[src/rtl/core/kbucket_peer_status_update_macros.svh]
// assertion helpers used by kbps_datapath
`ifndef KBUCKET_PEER_STATUS_UPDATE_MACROS_SVH
`define KBUCKET_PEER_STATUS_UPDATE_MACROS_SVH

// same-cycle implication
`define KBPS_ASSERT_IMP(name, clk, rst_n, ante, cons) \
    name: assert property (@(posedge clk) disable iff (!rst_n) (ante) |-> (cons)) \
        else $error("assertion failed");

// next-cycle implication
`define KBPS_ASSERT_NEXT(name, clk, rst_n, ante, cons) \
    name: assert property (@(posedge clk) disable iff (!rst_n) (ante) |=> (cons)) \
        else $error("assertion failed");

`endif

[src/rtl/core/kbps_pkg.sv]
package kbps_pkg;

    localparam int NUM_BUCKETS     = 128;
    localparam int BKT_W           = 7;
    localparam int CHUNK_W         = 16;
    localparam int NUM_CHUNKS      = 8;
    localparam int CHUNK_IDX_W     = 3;
    localparam int DEF_BUCKET_SIZE = 8;
    localparam int HASH_W          = 64;
    localparam int IP_W            = 32;
    localparam int PORT_W          = 16;
    localparam int MISS_W          = 8;
    localparam int CAP_W           = 4;
    localparam int STATUS_W        = 3;
    localparam int FILL_W          = 4;
    localparam int CFG_IDX_W       = 3;
    localparam int CFG_DATA_W      = 64;
    localparam int IN_DATA_W       = 2 * HASH_W + IP_W + PORT_W;
    localparam int IN_USER_W       = 2;
    localparam int OUT_DATA_W      = 16;

    typedef enum logic [STATUS_W-1:0] {
        ST_IGNORED   = 3'd0,
        ST_INSERTED  = 3'd1,
        ST_EVICTED   = 3'd2,
        ST_REFRESHED = 3'd3,
        ST_MISS      = 3'd4,
        ST_REMOVED   = 3'd5,
        ST_ABSENT    = 3'd6
    } status_t;

    typedef enum logic [CFG_IDX_W-1:0] {
        CFG_LOCAL_HASH_HIGH = 3'd0,
        CFG_LOCAL_HASH_LOW  = 3'd1,
        CFG_LOCAL_IP        = 3'd2,
        CFG_LOCAL_PORT      = 3'd3,
        CFG_EXTERNAL_IP     = 3'd4,
        CFG_MISS_THRESHOLD  = 3'd5,
        CFG_BUCKET_CAPACITY = 3'd6
    } cfg_idx_t;

    typedef enum logic [2:0] {
        S_IDLE,
        S_CHECK,
        S_FIND,
        S_META,
        S_SCAN,
        S_UPDATE,
        S_RESULT
    } state_t;

    typedef struct packed {
        logic load_in;
        logic check;
        logic find_step;
        logic meta_rd;
        logic scan_step;
        logic update;
        logic out_load;
    } cmd_t;

    typedef struct packed {
        logic ignore;
        logic chunk_hit;
        logic scan_last;
        logic out_free;
    } sts_t;

    function automatic logic [3:0] top16(input logic [CHUNK_W-1:0] x);
        logic [3:0] p;
        p = '0;
        for (int i = 0; i < CHUNK_W; i++)
        begin
            if (x[i])
            begin
                p = 4'(i);
            end
        end
        return p;
    endfunction

endpackage

[src/rtl/core/kbps_ctrl.sv]
module kbps_ctrl
    import kbps_pkg::*;
(
    input  logic clk,
    input  logic rst_n,
    input  logic s_tvalid,
    output logic s_tready,
    input  sts_t sts,
    output cmd_t cmd
);

    state_t state_reg;
    state_t state_next;

    always_ff @(posedge clk or negedge rst_n)
    begin
        if (!rst_n)
        begin
            state_reg <= S_IDLE;
        end
        else
        begin
            state_reg <= state_next;
        end
    end

    always_comb
    begin
        state_next = state_reg;
        cmd        = '0;
        s_tready   = 1'b0;
        unique case (state_reg)
            S_IDLE:
            begin
                s_tready    = 1'b1;
                cmd.load_in = s_tvalid;
                if (s_tvalid)
                begin
                    state_next = S_CHECK;
                end
            end
            S_CHECK:
            begin
                cmd.check  = 1'b1;
                state_next = sts.ignore ? S_RESULT : S_FIND;
            end
            S_FIND:
            begin
                cmd.find_step = 1'b1;
                if (sts.chunk_hit)
                begin
                    state_next = S_META;
                end
            end
            S_META:
            begin
                cmd.meta_rd = 1'b1;
                state_next  = S_SCAN;
            end
            S_SCAN:
            begin
                cmd.scan_step = 1'b1;
                if (sts.scan_last)
                begin
                    state_next = S_UPDATE;
                end
            end
            S_UPDATE:
            begin
                cmd.update = 1'b1;
                state_next = S_RESULT;
            end
            S_RESULT:
            begin
                if (sts.out_free)
                begin
                    cmd.out_load = 1'b1;
                    state_next   = S_IDLE;
                end
            end
            default:
            begin
                state_next = S_IDLE;
            end
        endcase
    end

endmodule

[config.mk]
export PLATFORM = sky130hd
export DESIGN_NAME = kbps_ctrl
export DESIGN_NICKNAME = d
export VERILOG_FILES = /design/src/rtl/core/kbucket_peer_status_update_macros.svh /design/src/rtl/core/kbps_pkg.sv /design/src/rtl/core/kbps_ctrl.sv
export SDC_FILE = /design/constraint.sdc
export NUM_CORES = 1
export LEC_CHECK = 0
export BUFFER_PORTS_ARGS = -buffer_cell sky130_fd_sc_hd__buf_2
export CORE_AREA = 2 2 39 41
export CTS_CLUSTER_SIZE = 30
export DETAILED_ROUTE_END_ITERATION = 10
export DIE_AREA = 0 0 41 43
export GPL_ROUTABILITY_DRIVEN = 0
export PLACE_DENSITY = 0.54
export REMOVE_ABC_BUFFERS = 1
export SLEW_MARGIN = 40
export SYNTH_ARGS = -nofsm -noshare
export SYNTH_HDL_FRONTEND = slang
export SYNTH_SLANG_ARGS = --single-unit
[constraint.sdc]
create_clock -name clk -period 0.87 [get_ports clk]
set_input_delay 0.174 -clock clk [delete_from_list [all_inputs] [get_ports clk]]
set_output_delay 0.174 -clock clk [all_outputs]
set_load 0.005 [all_outputs]
=== Word level (Yosys, flattened, before mapping) ===
Cells that the tools add are included.

* Input port bits: 7
* Logic and storage cells: 28
* Register bits after elaboration: 3
* Output and inout port bits: 8

* Equality and inequality tests: 10
* Reduce and logical (&&, ||, !) cells: 2
* Multiplexer cells: 15

{| class="wikitable"
|+ Operators by type and width
! operator !! number
|-
| $pmux 3 s7 || 1
|-
| $mux 3 || 5
|-
| $eq 3x3->1 const B || 3
|-
| $mux 1 || 9
|-
| $ne 2x2->1 const B || 4
|-
| $eq 3x2->1 const B || 2
|-
| $reduce_and 4->1 || 1
|-
| $eq 3x1->1 const B || 1
|-
| $logic_not 3->1 || 1
|}

=== Longest topological paths before layout ===
* Depth after elaboration: 3
* Gate-level depth with buffers: 4
* Gate-level depth less buffers: 3

=== Worst setup path after synthesis ===
No wires, ideal clock.

* Path kind: register to output
* Start: register state_reg[1]
* End: output port cmd[1] (netlist name)
* Arrival time: 789 ps
* Path buffers: 1
* Slack: -93 ps
* Data required time: 696 ps
* Stages on the path, launching flop included: 4
* Cells stage by stage: dfrtp_1 -> buf_4 -> nand2b_1 -> nor2_1

{| class="wikitable"
|+ RTL lines
! what !! line !! RTL
|-
| start, declared || kbps_ctrl.sv:12 || <nowiki>state_t state_reg;</nowiki>
|-
| start signal, assigned || kbps_ctrl.sv:23 || <nowiki>state_reg <= state_next;</nowiki>
|-
| end, declared || kbps_ctrl.sv:9 || <nowiki>output cmd_t cmd</nowiki>
|}

==> reports/qor.csv <==
metric,value,unit
port bufs,14,
Residual DRC,0,
"leading cell type in the layout, fill and taps excluded",buf_2,
combinational fraction of design power,0.687,
antenna diode count,0,
Setup CP Type,register to output pin,
fin crit period,1.257,ns
overall routing resource usage,0.09869,
cell area after synthesis,251.5,um^2
Compound-Gate Fraction of Synth Area,0.1592,
CTS H-Tree Depth,1,
FF-to-FF End,state_reg[0]$_DFFE_PN0P_,
FF/Latch Area,78.83,um^2
largest net degree at the start of global routing,9,
outcome,"complete, but fails checks",
Hold WC Path Type,primary input to register,
CP Capture Type,output pin,
fill count,143,
CTS buffer count,3,
clock sinks,3,
Initial Util,0.1817,
final setup margin,-0.3870,ns
die span in y,43,um
R2R setup slack,-0.30,ns
die width,41,um
CP endpoint,cmd[6],
"flops & latches, synth",3,
Final period util,1.445,
die area,0.001763,mm^2
Clock Skew,0.003044,ns
I/O pins,15,
Rel. slew slack,0.8662,
WP data arrival,1.08,ns
fin nets,66,
Synth Instances,28,
share of layout cells above drive strength 1,0.8448,
post-synthesis simple-gate area fraction,0.4080,
Routed Antenna Nets,0,
Max Clock Freq,0.7956,GHz
Leak Pwr,0.0002799,uW
sequential share of the synthesized area,0.2985,
Layout area overhead,117.9,%
Mapped Avg Cell Area,8.982,um^2
Int Pwr,1267,uW
area of the multi-input gates,198.9,um^2
Synth Warn #,0,
part of the power in the clock network,0.119,
DR vias,297,
Worst Setup SP,state_reg[2]$_DFFE_PN0P_,
CP peak stage delay,0.44,ns
worst-path cell chain,nor2b_2 -> nor3b_2 -> buf_2,
failing checks,negative setup slack,
slowest CP cell,dfrtp_2,
switching pwr,759.7,uW
final setup fails,11,
most frequent cells in the layout,"buf_2 (14), buf_4 (7), buf_6 (6)",
XOR/XNOR share of the synthesized area,0,
post-DR vias/cell,4.014,
setup_tns,-3.441,ns
crit-path max FO,5,
GRT Residual Overflow,0,
row count,14,
Clock transition at path regs,0.04,ns
CTS Buffer Depth,2,
initial antenna violation count,0,
path depth of the worst reg2reg path,5,
latest clock arrival within the worst-skew pair,0.23,ns
post-synthesis mux area share,0,
Worst R2R Start,state_reg[1]$_DFFE_PN0P_,
largest family of logic cells by synthesized area,simple AND/OR/NAND/NOR gates,
post-place setup slack,-0.2129,ns
adder-cell share of the synthesized area,0,
PwrDens,3699,mW/mm^2
CTS tree,done,
synth unique cells,16,
core area,0.001384,mm^2
max reg flops,3,
first-pass GRT wire length,1110,um
Reg power frac,0.194,
max-cap violations,0,
vias in the first global route,292,
crit start category,register,
Root Buffer,clkbuf_4,
Sw Ratio,0.3748,
wire per inst,9.892,um
Post-Route WL,732,um
VDD IR max,1.531,mV
Pre-Repair DR Iteration Count,4,
final-report hold violation count,0,
First DRT Iteration DRCs,2,
measured slew at the worst slew-check pin,0.2007,ns
CP required,0.70,ns
RSZ-0062 raised after global routing,true,
final slew viol count,0,
layout make-up:
type / count / share of cell area
clock buffers: 4 / 0.04795
inverters: 1 / 0.006849
multi-input cells: 21 / 0.3630
flip-flops and latches: 3 / 0.1438
well taps: 16 / 0.03653
repair buffers: 29 / 0.4018
how the worst min path moves through the flow:
stage | startpoint | endpoint | slack (ns) | cells after the start
2_1_floorplan | rst_n | state_reg[0]$_DFFE_PN0P_ | -0.12 | 0
3_3_place_gp | rst_n | state_reg[1]$_DFFE_PN0P_ | -0.03 | 1
3_5_place_dp | rst_n | state_reg[1]$_DFFE_PN0P_ | -0.03 | 1
4_1_cts | sts[1] | state_reg[0]$_DFFE_PN0P_ | 0.22 | 3
5_1_grt | sts[2] | state_reg[0]$_DFFE_PN0P_ | 0.24 | 3
6_report | sts[2] | state_reg[0]$_DFFE_PN0P_ | 0.22 | 3
critical path, delay by kind of cell, from the launching register on:
family	cells	cell delay, ns
flip-flops	1	0.44
buffers and inverters	1	0.13
AND/OR/NAND/NOR	2	0.28
cells by family (layout without fill, tap and decap cells):
logic type / after synthesis / count (layout)
AOI/OAI and AO/OA: 4 / 4
and+or+nand+nor: 17 / 17
DFF: 3 / 3
buffers and inverters: 4 / 34
through the flow:
step / total power [uW] / cells / hold WS (ns) / utilization / instance area [um^2]
floorplan: 713.5 / 25 / -0.1216 / - / 221.5
global placement: 1176 / 61 / -0.02633 / 0.2667 / 369.1
CTS: 1848 / 73 / 0.2220 / 0.3653 / 505.5
detailed placement: 1178 / 61 / -0.02897 / 0.2667 / 369.1
global route: 2167 / 74 / 0.2388 / 0.3960 / 548.0
finish: 2027 / 74 / 0.2213 / 0.3960 / 548.0
power groups by stage:
stage / logic [uW] / registers, uW / clock network (uW)
after detailed placement: 803 / 375 / 0
after global routing: 1500 / 410 / 260
after CTS: 1230 / 366 / 250
final: 1390 / 394 / 240
after floorplan: 342 / 372 / 0
after global placement: 808 / 368 / 0
timing repair:
item                                    in CTS  in global routing
hold buffers                                 1                  0
pin swaps                                    5                  4
cloned                                       0                  0
buffers inserted                             7                  1
hold endpoints to repair                     3                  0
gates resized for setup                     15                  9
endpoints found under the setup margin      11                 11
Yosys cell counts:
library cell  count  area (um^2)
a211oi_2          1        12.51
a21boi_0          1        7.510
a21oi_1           1        5.000
a311oi_2          1        15.01
and3_1            1        6.260
buf_4             1        7.510
buf_6             2        22.52
dfrtp_1           3        75.07
inv_1             1        3.750
nand2_1           3        11.26
nand2b_1          3        18.77
nor2_1            4        15.01
nor2b_2           1        8.760
nor3_1            2        10.01
nor3_2            2        20.02
nor3b_2           1        12.51
routing by layer:
metal,up-vias,global-route usage,wire length [um]
met5,-,0,0
met4,0,0.08000,0
met3,0,0.01571,36
met2,8,0.1500,398
met1,136,0.1136,297
li1,153,-,-
(Power assumes the default switching activity.)
